## config.mk

```make
export PLATFORM = sky130hd
export DESIGN_NAME = motion_arrival_stall_supervisor_unit
export DESIGN_NICKNAME = d
export VERILOG_FILES = /design/src/mass_pkg.sv /design/src/motion_arrival_stall_supervisor_unit.sv /design/src/mass_cfg_regs.sv /design/src/mass_step.sv
export SDC_FILE = /design/constraint.sdc
export NUM_CORES = 1
export LEC_CHECK = 0
export ABC_AREA = 1
export BUFFER_PORTS_ARGS = -buffer_cell sky130_fd_sc_hd__buf_2
export CAP_MARGIN = 5
export CELL_PAD_IN_SITES_DETAIL_PLACEMENT = 1
export CELL_PAD_IN_SITES_GLOBAL_PLACEMENT = 1
export CORE_MARGIN = 2
export CORE_UTILIZATION = 30
export CTS_BUF_LIST = sky130_fd_sc_hd__clkbuf_4 sky130_fd_sc_hd__clkbuf_8
export DETAILED_ROUTE_END_ITERATION = 10
export PLACE_DENSITY = 0.56
export SYNTH_ARGS = -nofsm -noshare
export SYNTH_HDL_FRONTEND = slang
export SYNTH_SLANG_ARGS = --single-unit
```

## constraint.sdc

```tcl
create_clock -name clk -period 9 [get_ports clk]
set_input_delay 1.35 -clock clk [delete_from_list [all_inputs] [get_ports clk]]
set_output_delay 1.35 -clock clk [all_outputs]
set_load 0.05 [all_outputs]
```

## src/mass_pkg.sv

```systemverilog
`timescale 1ns / 1ps
`default_nettype none
// ----------------------------------------------------------------------------
// mass_pkg: shared types and constants of the move supervisor
// Item and result structs, configuration set, phase and status codes.
// ----------------------------------------------------------------------------
package mass_pkg;

  localparam int unsigned CfgIndexWidth = 3;
  localparam int unsigned CfgDataWidth  = 32;

  // Configuration register indexes.
  localparam logic [CfgIndexWidth-1:0] CFG_TIMEOUT_LIMIT  = 3'd0;
  localparam logic [CfgIndexWidth-1:0] CFG_LOAD_THRESHOLD = 3'd1;
  localparam logic [CfgIndexWidth-1:0] CFG_ARRIVE_WINDOW  = 3'd2;
  localparam logic [CfgIndexWidth-1:0] CFG_SPEED_GATE     = 3'd3;
  localparam logic [CfgIndexWidth-1:0] CFG_STALL_REPEATS  = 3'd4;
  localparam logic [CfgIndexWidth-1:0] CFG_BOOT_LIMIT     = 3'd5;
  localparam logic [CfgIndexWidth-1:0] CFG_SETTLE         = 3'd6;

  // Reset values of the configuration registers.
  localparam logic [31:0] TIMEOUT_LIMIT_RESET  = 32'd10000;
  localparam logic [9:0]  LOAD_THRESHOLD_RESET = 10'd100;
  localparam logic [15:0] ARRIVE_WINDOW_RESET  = 16'd256;
  localparam logic [22:0] SPEED_GATE_RESET     = 23'd20000;
  localparam logic [2:0]  STALL_REPEATS_RESET  = 3'd3;
  localparam logic [9:0]  BOOT_LIMIT_RESET     = 10'd800;
  localparam logic [9:0]  SETTLE_RESET         = 10'd200;

  localparam logic [9:0]  TIMER_MAX   = 10'h3FF;
  localparam logic [31:0] ELAPSED_MAX = 32'hFFFF_FFFF;
  localparam logic [2:0]  COUNT_MAX   = 3'd7;

  // Operation codes of an input item.
  localparam logic [1:0] OP_START  = 2'd0;
  localparam logic [1:0] OP_TICK   = 2'd1;
  localparam logic [1:0] OP_SAMPLE = 2'd2;

  typedef enum logic [1:0] {
    PH_IDLE    = 2'd0,
    PH_BOOT    = 2'd1,
    PH_SETTLE  = 2'd2,
    PH_MONITOR = 2'd3
  } mass_phase_t;

  typedef enum logic [2:0] {
    ST_BUSY    = 3'd0,
    ST_ARRIVED = 3'd1,
    ST_STALLED = 3'd2,
    ST_TIMEOUT = 3'd3,
    ST_IDLE    = 3'd4
  } mass_status_t;

  typedef struct packed {
    logic [1:0]         op;
    logic signed [31:0] target_position;
    logic signed [31:0] actual_position;
    logic signed [23:0] actual_velocity;
    logic [9:0]         load_value;
  } mass_in_t;

  typedef struct packed {
    logic [2:0] move_status;
    logic       stop_request;
    logic [1:0] phase_now;
  } mass_out_t;

  typedef struct packed {
    logic [31:0] timeout_limit_ms;
    logic [9:0]  load_threshold;
    logic [15:0] arrive_window;
    logic [22:0] stall_speed_gate;
    logic [2:0]  stall_repeats;
    logic [9:0]  boot_limit_ms;
    logic [9:0]  settle_ms;
  } mass_cfg_t;

endpackage
`default_nettype wire

```

## src/motion_arrival_stall_supervisor_unit.sv

```systemverilog
`timescale 1ns / 1ps
`default_nettype none
// ----------------------------------------------------------------------------
// motion_arrival_stall_supervisor_unit: positioning move supervisor
// Tracks boot, settle and monitor phases of one move and returns a status
// for each start, tick or sample; arrival, stall and timeout come from samples.
// ----------------------------------------------------------------------------
//  Channel  Direction  Handshake              Payload
//  in       input      in_valid / in_stall    mass_in_t (op, positions, velocity, load)
//  out      output     out_valid / out_stall  mass_out_t (status, stop, phase)
//  cfg      input      cfg_valid / cfg_ready  cfg_index, cfg_data
//
// One item per cycle is accepted into the input register while in_stall is
// low; its result is loaded into the result register when the item moves on
// and leaves from there. The update of the move state is combinational
// logic between those registers. Reset is synchronous and leaves the block
// idle with default settings. A stalled result holds the result register,
// and the input register keeps the next item behind it.
// ----------------------------------------------------------------------------
module motion_arrival_stall_supervisor_unit
  import mass_pkg::*;
(
  input  wire logic                     clk,
  input  wire logic                     rst,
  input  wire logic                     in_valid,
  output logic                          in_stall,
  input  mass_in_t                      in_data,
  output logic                          out_valid,
  input  wire logic                     out_stall,
  output mass_out_t                     out_data,
  input  wire logic                     cfg_valid,
  output logic                          cfg_ready,
  input  wire logic [CfgIndexWidth-1:0] cfg_index,
  input  wire logic [CfgDataWidth-1:0]  cfg_data
);

  mass_cfg_t cfg;
  logic      s1_valid;
  mass_in_t  s1_item;
  logic      s1_advance;
  mass_out_t step_result;

  assign cfg_ready = 1'b1;

  mass_cfg_regs u_cfg (
    .clk      (clk),
    .rst      (rst),
    .wr_en    (cfg_valid),
    .wr_index (cfg_index),
    .wr_data  (cfg_data),
    .cfg      (cfg)
  );

  // The held item moves on whenever the result register is free or being emptied.
  assign s1_advance = s1_valid && (!out_valid || !out_stall);
  assign in_stall   = s1_valid && !s1_advance;

  always_ff @(posedge clk) begin
    if (rst) begin
      s1_valid <= 1'b0;
    end else if (!in_stall) begin
      s1_valid <= in_valid;
    end
  end

  always_ff @(posedge clk) begin
    if (!in_stall && in_valid) begin
      s1_item <= in_data;
    end
  end

  mass_step u_step (
    .clk     (clk),
    .rst     (rst),
    .advance (s1_advance),
    .item    (s1_item),
    .cfg     (cfg),
    .result  (step_result)
  );

  always_ff @(posedge clk) begin
    if (rst) begin
      out_valid <= 1'b0;
    end else if (s1_advance) begin
      out_valid <= 1'b1;
    end else if (!out_stall) begin
      out_valid <= 1'b0;
    end
  end

  always_ff @(posedge clk) begin
    if (s1_advance) begin
      out_data <= step_result;
    end
  end

endmodule
`default_nettype wire

```

## src/mass_cfg_regs.sv

```systemverilog
`timescale 1ns / 1ps
`default_nettype none
// ----------------------------------------------------------------------------
// mass_cfg_regs: configuration register file
// Holds the seven supervisor settings; each write is registered.
// ----------------------------------------------------------------------------
module mass_cfg_regs
  import mass_pkg::*;
(
  input  wire logic                     clk,
  input  wire logic                     rst,
  input  wire logic                     wr_en,
  input  wire logic [CfgIndexWidth-1:0] wr_index,
  input  wire logic [CfgDataWidth-1:0]  wr_data,
  output mass_cfg_t                     cfg
);

  always_ff @(posedge clk) begin
    if (rst) begin
      cfg.timeout_limit_ms <= TIMEOUT_LIMIT_RESET;
      cfg.load_threshold   <= LOAD_THRESHOLD_RESET;
      cfg.arrive_window    <= ARRIVE_WINDOW_RESET;
      cfg.stall_speed_gate <= SPEED_GATE_RESET;
      cfg.stall_repeats    <= STALL_REPEATS_RESET;
      cfg.boot_limit_ms    <= BOOT_LIMIT_RESET;
      cfg.settle_ms        <= SETTLE_RESET;
    end else if (wr_en) begin
      unique case (wr_index)
        CFG_TIMEOUT_LIMIT:  cfg.timeout_limit_ms <= wr_data;
        CFG_LOAD_THRESHOLD: cfg.load_threshold   <= wr_data[9:0];
        CFG_ARRIVE_WINDOW:  cfg.arrive_window    <= wr_data[15:0];
        CFG_SPEED_GATE:     cfg.stall_speed_gate <= wr_data[22:0];
        CFG_STALL_REPEATS:  cfg.stall_repeats    <= wr_data[2:0];
        CFG_BOOT_LIMIT:     cfg.boot_limit_ms    <= wr_data[9:0];
        CFG_SETTLE:         cfg.settle_ms        <= wr_data[9:0];
        default: ;
      endcase
    end
  end

endmodule
`default_nettype wire

```

## src/mass_step.sv

```systemverilog
`timescale 1ns / 1ps
`default_nettype none
// ----------------------------------------------------------------------------
// mass_step: move state and per-item update
// Holds phase, target, timers and stall count; computes one result per item.
// ----------------------------------------------------------------------------
module mass_step
  import mass_pkg::*;
(
  input  wire logic clk,
  input  wire logic rst,
  input  wire logic advance,
  input  mass_in_t  item,
  input  mass_cfg_t cfg,
  output mass_out_t result
);

  mass_phase_t  phase, phase_next;
  logic [31:0]  target_hold, target_hold_next;
  logic [31:0]  elapsed_ms, elapsed_ms_next;
  logic [9:0]   phase_timer, phase_timer_next;
  logic [2:0]   low_load_count, low_load_count_next;
  mass_status_t status;
  logic         stop;

  logic [31:0]        elapsed_inc;
  logic [9:0]         timer_inc;
  logic [2:0]         count_inc;
  logic signed [32:0] pos_err;
  logic signed [32:0] window_pos;
  logic signed [32:0] window_neg;
  logic               vel_zero;
  logic               in_window;
  logic [23:0]        speed;
  logic               stall_sample;

  assign elapsed_inc = (elapsed_ms != ELAPSED_MAX) ? elapsed_ms + 32'd1 : elapsed_ms;
  assign timer_inc   = (phase_timer < TIMER_MAX) ? phase_timer + 10'd1 : phase_timer;
  assign count_inc   = (low_load_count < COUNT_MAX) ? low_load_count + 3'd1 : low_load_count;

  // Position error is taken at 33 bits so that no pair of 32-bit values overflows.
  assign pos_err    = {item.actual_position[31], item.actual_position}
                    - {target_hold[31], target_hold};
  assign window_pos = {17'd0, cfg.arrive_window};
  assign window_neg = -window_pos;
  assign vel_zero   = (item.actual_velocity == 24'sd0);
  assign in_window  = (pos_err >= window_neg) && (pos_err <= window_pos);

  // The magnitude of the most negative velocity still fits in 24 unsigned bits.
  assign speed        = item.actual_velocity[23] ? 24'(-item.actual_velocity)
                                                 : 24'(item.actual_velocity);
  assign stall_sample = (speed > {1'b0, cfg.stall_speed_gate})
                     && (item.load_value < cfg.load_threshold);

  always_ff @(posedge clk) begin
    if (rst) begin
      phase          <= PH_IDLE;
      target_hold    <= '0;
      elapsed_ms     <= '0;
      phase_timer    <= '0;
      low_load_count <= '0;
    end else if (advance) begin
      phase          <= phase_next;
      target_hold    <= target_hold_next;
      elapsed_ms     <= elapsed_ms_next;
      phase_timer    <= phase_timer_next;
      low_load_count <= low_load_count_next;
    end
  end

  always_comb begin
    phase_next          = phase;
    target_hold_next    = target_hold;
    elapsed_ms_next     = elapsed_ms;
    phase_timer_next    = phase_timer;
    low_load_count_next = low_load_count;
    status              = ST_BUSY;
    stop                = 1'b0;

    unique case (item.op)
      OP_START: begin
        target_hold_next    = item.target_position;
        elapsed_ms_next     = '0;
        low_load_count_next = '0;
        phase_next          = PH_BOOT;
        phase_timer_next    = '0;
      end
      OP_TICK: begin
        if (phase != PH_IDLE) begin
          elapsed_ms_next  = elapsed_inc;
          phase_timer_next = timer_inc;
          if (phase == PH_BOOT && timer_inc >= cfg.boot_limit_ms) begin
            phase_next       = PH_SETTLE;
            phase_timer_next = '0;
          end else if (phase == PH_SETTLE && timer_inc >= cfg.settle_ms) begin
            phase_next       = PH_MONITOR;
            phase_timer_next = '0;
          end
        end
      end
      OP_SAMPLE: begin
        if (phase == PH_BOOT) begin
          if (!vel_zero) begin
            phase_next       = PH_SETTLE;
            phase_timer_next = '0;
          end
        end else if (phase == PH_MONITOR) begin
          if (elapsed_ms >= cfg.timeout_limit_ms) begin
            status           = ST_TIMEOUT;
            stop             = 1'b1;
            phase_next       = PH_IDLE;
            phase_timer_next = '0;
          end else if (vel_zero && in_window) begin
            status           = ST_ARRIVED;
            phase_next       = PH_IDLE;
            phase_timer_next = '0;
          end else if (stall_sample) begin
            low_load_count_next = count_inc;
            if (count_inc >= cfg.stall_repeats) begin
              status           = ST_STALLED;
              stop             = 1'b1;
              phase_next       = PH_IDLE;
              phase_timer_next = '0;
            end
          end else begin
            low_load_count_next = '0;
          end
        end
      end
      default: ;
    endcase

    if (status == ST_BUSY && phase_next == PH_IDLE) begin
      status = ST_IDLE;
    end
  end

  assign result.move_status  = status;
  assign result.stop_request = stop;
  assign result.phase_now    = phase_next;

endmodule
`default_nettype wire

```

Word-level counts from Yosys, hierarchy flattened
Index checks and enable logic that the tools add are counted.
{"block": "op_classes", "bitwise": 2, "addsub": 6, "magnitude_cmp": 10, "n_mux": 47, "n_eq_ne": 23, "reduce_logical": 35}
{"operator": "$mux W10", "n": 11}
{"operator": "$mux W32", "n": 2}
{"operator": "$pmux W32 S2", "n": 1}
{"operator": "$mux W3", "n": 12}
{"operator": "$ge A33 B33 Y1", "n": 1}
{"operator": "$le A33 B17 Y1", "n": 1}
{"operator": "$neg A16 Y33", "n": 1}
{"operator": "$sub A32 B32 Y33", "n": 1}
{"operator": "$add A32 B1 Y32 const B", "n": 1}
{"operator": "$ge A32 B32 Y1", "n": 1}
{"operator": "$ne A32 B32 Y1 const B", "n": 1}
{"operator": "$pmux W10 S3", "n": 1}
{"operator": "$gt A24 B23 Y1", "n": 1}
{"operator": "$logic_not A24 Y1", "n": 1}
{"operator": "$mux W24", "n": 1}
{"operator": "$neg A24 Y24", "n": 1}
{"operator": "$mux W2", "n": 11}
{"operator": "$ge A10 B10 Y1", "n": 2}
{"operator": "$reduce_and A2 Y1", "n": 8}
{"operator": "$add A10 B1 Y10 const B", "n": 1}
{"operator": "$lt A10 B10 Y1", "n": 1}
{"operator": "$lt A10 B10 Y1 const B", "n": 1}
{"operator": "$ne A5 B1 Y1 const B", "n": 2}
{"operator": "$eq A3 B3 Y1 const B", "n": 3}
{"operator": "26 further kinds", "n": 56}
{"block": "word_totals", "ff_bits": 291, "output_inout_bits": 9}

Depth between registers and ports, before layout
{"block": "logic_depth", "depth_word": 12, "mapped_depth": 38, "depth_no_buf": 38}

Cells and area by module
From an unflattened synthesis, not the netlist that was laid out.
{"block": "unflattened", "cells_unflattened": 2534, "area_unflattened_um2": 18371.4}
{"module": "mass_step", "seq_area_each_um2": 1581.5, "area_each_um2": 10911.7, "instances": 1, "cells_each": 1821}
{"module": "mass_cfg_regs", "seq_area_each_um2": 2082.0, "area_each_um2": 4174.0, "instances": 1, "cells_each": 593}
{"module": "motion_arrival_stall_supervisor_unit", "seq_area_each_um2": 3223.1, "area_each_um2": 3285.7, "instances": 1, "cells_each": 120}

Worst setup path before layout
No wires, ideal clock.
{"block": "synth_path", "kind": "input -> register", "from": "input port out_stall", "to": "register s1_item[0] in the netlist's numbering (enable)", "path_stages": 5, "setup_time_ns": 0.454, "n_path_buf": 0, "slack_ns": 4.769, "arrival_ns": 3.778, "path_cell_list": "nand2_2 -> nor2_1 -> inv_1 -> nand2_1 -> inv_1"}
{"block": "synth_between", "elab_chain_len": 7}
{"element": "from (decl)", "line_no": "motion_arrival_stall_supervisor_unit.sv:29", "source": "input wire logic out_stall,"}
{"element": "$logic_not A1 Y1"}
{"element": "$logic_or A1 B1 Y1", "line_no": "motion_arrival_stall_supervisor_unit.sv:55", "source": "assign s1_advance = s1_valid && (!out_valid || !out_stall);"}
{"element": "$logic_and A1 B1 Y1", "line_no": "motion_arrival_stall_supervisor_unit.sv:55"}
{"element": "$logic_not A1 Y1", "line_no": "motion_arrival_stall_supervisor_unit.sv:56", "source": "assign in_stall = s1_valid && !s1_advance;"}
{"element": "$logic_and A1 B1 Y1", "line_no": "motion_arrival_stall_supervisor_unit.sv:56"}
{"element": "via in_stall", "line_no": "motion_arrival_stall_supervisor_unit.sv:26", "source": "output logic in_stall,"}
{"element": "$logic_not A1 Y1", "line_no": "motion_arrival_stall_supervisor_unit.sv:67", "source": "if (!in_stall && in_valid) begin"}
{"element": "$logic_and A1 B1 Y1", "line_no": "motion_arrival_stall_supervisor_unit.sv:67"}
{"element": "to (signal assigned)", "line_no": "motion_arrival_stall_supervisor_unit.sv:68", "source": "s1_item <= in_data;"}
{"element": "to (decl)", "line_no": "motion_arrival_stall_supervisor_unit.sv:39", "source": "mass_in_t s1_item;"}
The timed path passes the listed nets, and every way through them passes these cells.
A chain may end at the register's enable or synchronous reset.

Worst setup path in the final report
{"block": "layout_path", "from": "register u_cfg.cfg[46] (netlist name)", "to": "register u_step.phase_timer[9]"}
{"block": "layout_between", "elab_chain_len": 9}
{"element": "$neg A16 Y33", "line_no": "mass_step.sv:45", "source": "assign window_neg = -window_pos;"}
{"element": "$ge A33 B33 Y1", "line_no": "mass_step.sv:47", "source": "assign in_window = (pos_err >= window_neg) && (pos_err <= window_pos);"}
{"element": "$logic_and A1 B1 Y1 *", "line_no": "mass_step.sv:47"}
{"element": "$logic_and A1 B1 Y1 *", "line_no": "mass_step.sv:113", "source": "end else if (vel_zero && in_window) begin"}
{"element": "$mux W10", "line_no": "mass_step.sv:113"}
{"element": "$mux W10", "line_no": "mass_step.sv:108", "source": "if (elapsed_ms >= cfg.timeout_limit_ms) begin"}
{"element": "$mux W10", "line_no": "mass_step.sv:107", "source": "end else if (phase == PH_MONITOR) begin"}
{"element": "$mux W10", "line_no": "mass_step.sv:102", "source": "if (phase == PH_BOOT) begin"}
{"element": "$pmux W10 S3", "line_no": "mass_step.sv:80", "source": "unique case (item.op)"}
{"element": "to (signal assigned)", "line_no": "mass_step.sv:66", "source": "phase_timer <= phase_timer_next;"}
{"element": "to (decl)", "line_no": "mass_step.sv:21", "source": "logic [9:0] phase_timer, phase_timer_next;"}
Every way passes the cells marked *; elsewhere a longest branch is shown, timed or not. The select of a mux whose other input is x is not followed.

==> reports/qor.txt <==
Synth top area cells -> dfxtp_1 (22%), edfxtp_1 (19%), ha_1 (13%)
CTS tree -> yes
# placed instances -> 2953
WL met2 -> 23700 µm
Cells after Synth -> 2098
Worst rel slew slack -> 26.7%
Seq/Total Area, Yosys -> 40.8%
Vias per cell -> 4.84
Clk slew on worst S/H paths -> 0.06 ns
Routability cong. -> 0.845
Worst-Margin Slew -> 1.09 ns
Num ports -> 149
Site Rows -> 86
Final Non-Filler Cells -> 3060
NetSw -> 986 µW
Ant. Diodes -> 0
WL/cell -> 16.9 µm
Most frequent cells in the layout -> nand2_1 (332), inv_1 (306), a21oi_1 (241), dfxtp_1 (185), ha_1 (172)
Synth area leader -> dfxtp_1
CP Data Arrival Time -> 5.45 ns
Sw Share -> 29.7%
Syn-to-layout area delta -> 15.9%
Most common cell after layout, fill and taps aside -> nand2_1
Grt total ovfl -> 0
Max-Cap Viols -> 0
Top cell by count, worst path -> nand2_1
Reg2reg end -> u_step.phase_timer[9]
FF+latch count, synth -> 291
CTS root buf -> clkbuf_8
HP Start -> u_step.target_hold[2]
DRT antenna net count -> 0
Clock network fraction of total power -> 40.6%
Final Cycle Share -> 54.5%
# port buffers -> 147
Max Used Layer -> met5
CP required -> 9.54 ns
Top cell type's share of synthesized area -> 21.9%
RR Startpoint -> u_cfg.cfg[46]
Synthesized cell area -> 16900 µm²
Combinational Power Share -> 16.0%
CP max stage cell -> nor3_1
Die Span Y -> 241 µm
Fmax -> 204 MHz
Num CTS Buffers -> 57
Layout cell share with drive strength beyond 1 -> 13.5%
Post-synthesis cell type count -> 59
Final setup TNS -> 0 ns
Syn Area/Cell -> 8.04 µm²
Total die area -> 58200 µm²
All-Layer GR Usage -> 18.1%
Power Internal -> 2340 µW
Pwr Density -> 170 nW/µm²
Yosys synthesis warning count -> 0
Setup crit end kind -> flop
Post-cts resize count -> 0
Worst hold path cell count -> 2
Fin Clk Skew -> 0.0631 ns
Hold Path Class -> reg2reg
Part of the power in registers -> 43.5%
RSZ-0062 raised after global routing -> false
# setup viols final -> 0
Clk buf depth -> 3
H-Tree Level Count -> 2
CTS sink cnt -> 291
Max Slew Vio Count -> 0
Final Critical Period -> 4.91 ns
Hold Buf Count CTS -> 0
Worst-case reg-to-reg path depth -> 34
Syn_nets -> 2411
DP Area -> 18400 µm²
Hold endpoint -> u_step.target_hold[2]
Starting Density -> 30.5%
Status -> finished, final reports clean
CP startpoint -> u_cfg.cfg[46]
Drt drc -> 0
Worst-path fanout max -> 11
Dpl hpwl -> 40400 µm
PnR Total Power -> 3320 µW
Peak supply drop -> 109 µV
Core ar. -> 55300 µm²
Delay of the slowest critical-path stage -> 0.34 ns
Maximum number of pins on one net before global-route repair -> 80
Lkg Pwr -> 0.00846 µW
Fin area -> 19600 µm²
Initial DRC count -> 525
DRT Pass-1 Iters -> 4
Global-route wire length before repair -> 82500 µm
Post-CTS Setup Repair Bufs -> 0
Critical path type -> reg2reg
DR vias -> 14.8k
Routed wire length -> 51800 µm
Vias in the first global route -> 15.3k
Initial antenna violation count -> 1
Clk_lat worst skew -> 0.68 ns
Final count of hold timing violations -> 0
Met3 wire len -> 1870 µm
Die span in x -> 241 µm
CP startpoint kind -> flop
Nets@finish -> 2577
M1 wire length -> 25300 µm
R2r setup slk -> 4.09 ns
[layout make-up]
type	count	area (µm²)
clock buffers	82	985
clock inverters	25	159
fillers	6726	35700
inverters	322	1210
multi-input cells	1437	8590
flip-flops and latches	291	6890
well taps	748	936
repair buffers	155	796
[power by group through the flow]
stage,clock (µW),sequential (µW),combinational [µW]
2_1_floorplan,0,1470,353
3_3_place_gp,0,1470,520
3_5_place_dp,0,1470,534
4_1_cts,1400,1450,537
5_1_grt,1450,1450,612
6_report,1350,1450,530
[synthesized netlist by cell type, drive strengths merged]
master,count
a211oi,11
a21boi,2
a21o,4
a21oi,243
a221oi,2
a2bb2oi,1
a31o,2
a31oi,5
and2,1
buf,8
clkbuf,40
clkinv,5
conb,1
dfxtp,185
edfxtp,106
fa,1
ha,172
inv,317
mux2,1
nand2,342
nand3,66
nand3b,5
nand4,52
nor2,173
nor3,51
nor3b,3
nor4,14
o211ai,28
o21a,4
o21ai,177
o21bai,7
o221a,1
o221ai,1
o41ai,1
or2,3
or3b,1
xnor2,10
xor2,52
[how the worst max path moves through the flow]
stage | to | slack [ns] | depth (start not counted)
floorplan | s1_item[0] | 4.77 | 5
global placement | u_step.phase_timer[0] | 4.32 | 35
detailed placement | u_step.phase_timer[9] | 4.15 | 35
CTS | u_step.phase_timer[9] | 4.07 | 35
global route | u_step.phase_timer[3] | 3.47 | 34
finish | u_step.phase_timer[9] | 4.09 | 34
[per-stage QoR]
step / worst slack [ns] / utilization [%] / hold slack, ns
after floorplan: 4.77 / - / 0.424
after global placement: 4.32 / 33.3 / 0.439
after detailed placement: 4.15 / 33.3 / 0.450
after CTS: 4.07 / 35.4 / 0.459
after global routing: 3.47 / 35.4 / 0.480
final: 4.09 / 35.4 / 0.455
[flip-flops by register name, indices dropped and copies added, names as in the netlist]
name                   cells
out_data                   6
u_cfg.cfg                104
u_step.low_load_count      3
s1_item                  100
u_step.target_hold        32
s1_valid                   1
u_step.elapsed_ms         32
u_step.phase_timer        10
out_valid                  1
u_step.phase               2
[worst max-delay path, delay by kind of cell, from the launching register on]
kind / cells / cell delay (ns)
compound gates: 2 / 0.35
fa+ha+maj: 2 / 0.40
simple gates: 25 / 3.25
buf+inv: 5 / 0.46
flops: 1 / 0.33
[cells by family (layout without fill, tap and decap cells)]
logic type	after synthesis	after routing	share of synthesized area (%)
simple gates	711	711	18.9
compound gates	489	489	15.8
mux	1	1	0.0667
fa+ha+maj	173	173	12.9
buf+inv	370	584	8.30
xor+xnor	62	62	3.22
flops	291	291	40.8
other cells	1	1	0.0222
[layer usage]
metal | vias up | GRT usage [%]
met5 | - | 0
met1 | 7098 | 24.6
met3 | 69 | 2.66
li1 | 7427 | -
met4 | 2 | 4.79
met2 | 224 | 30.1
No activity file was read; power rests on OpenSTA's default activity.
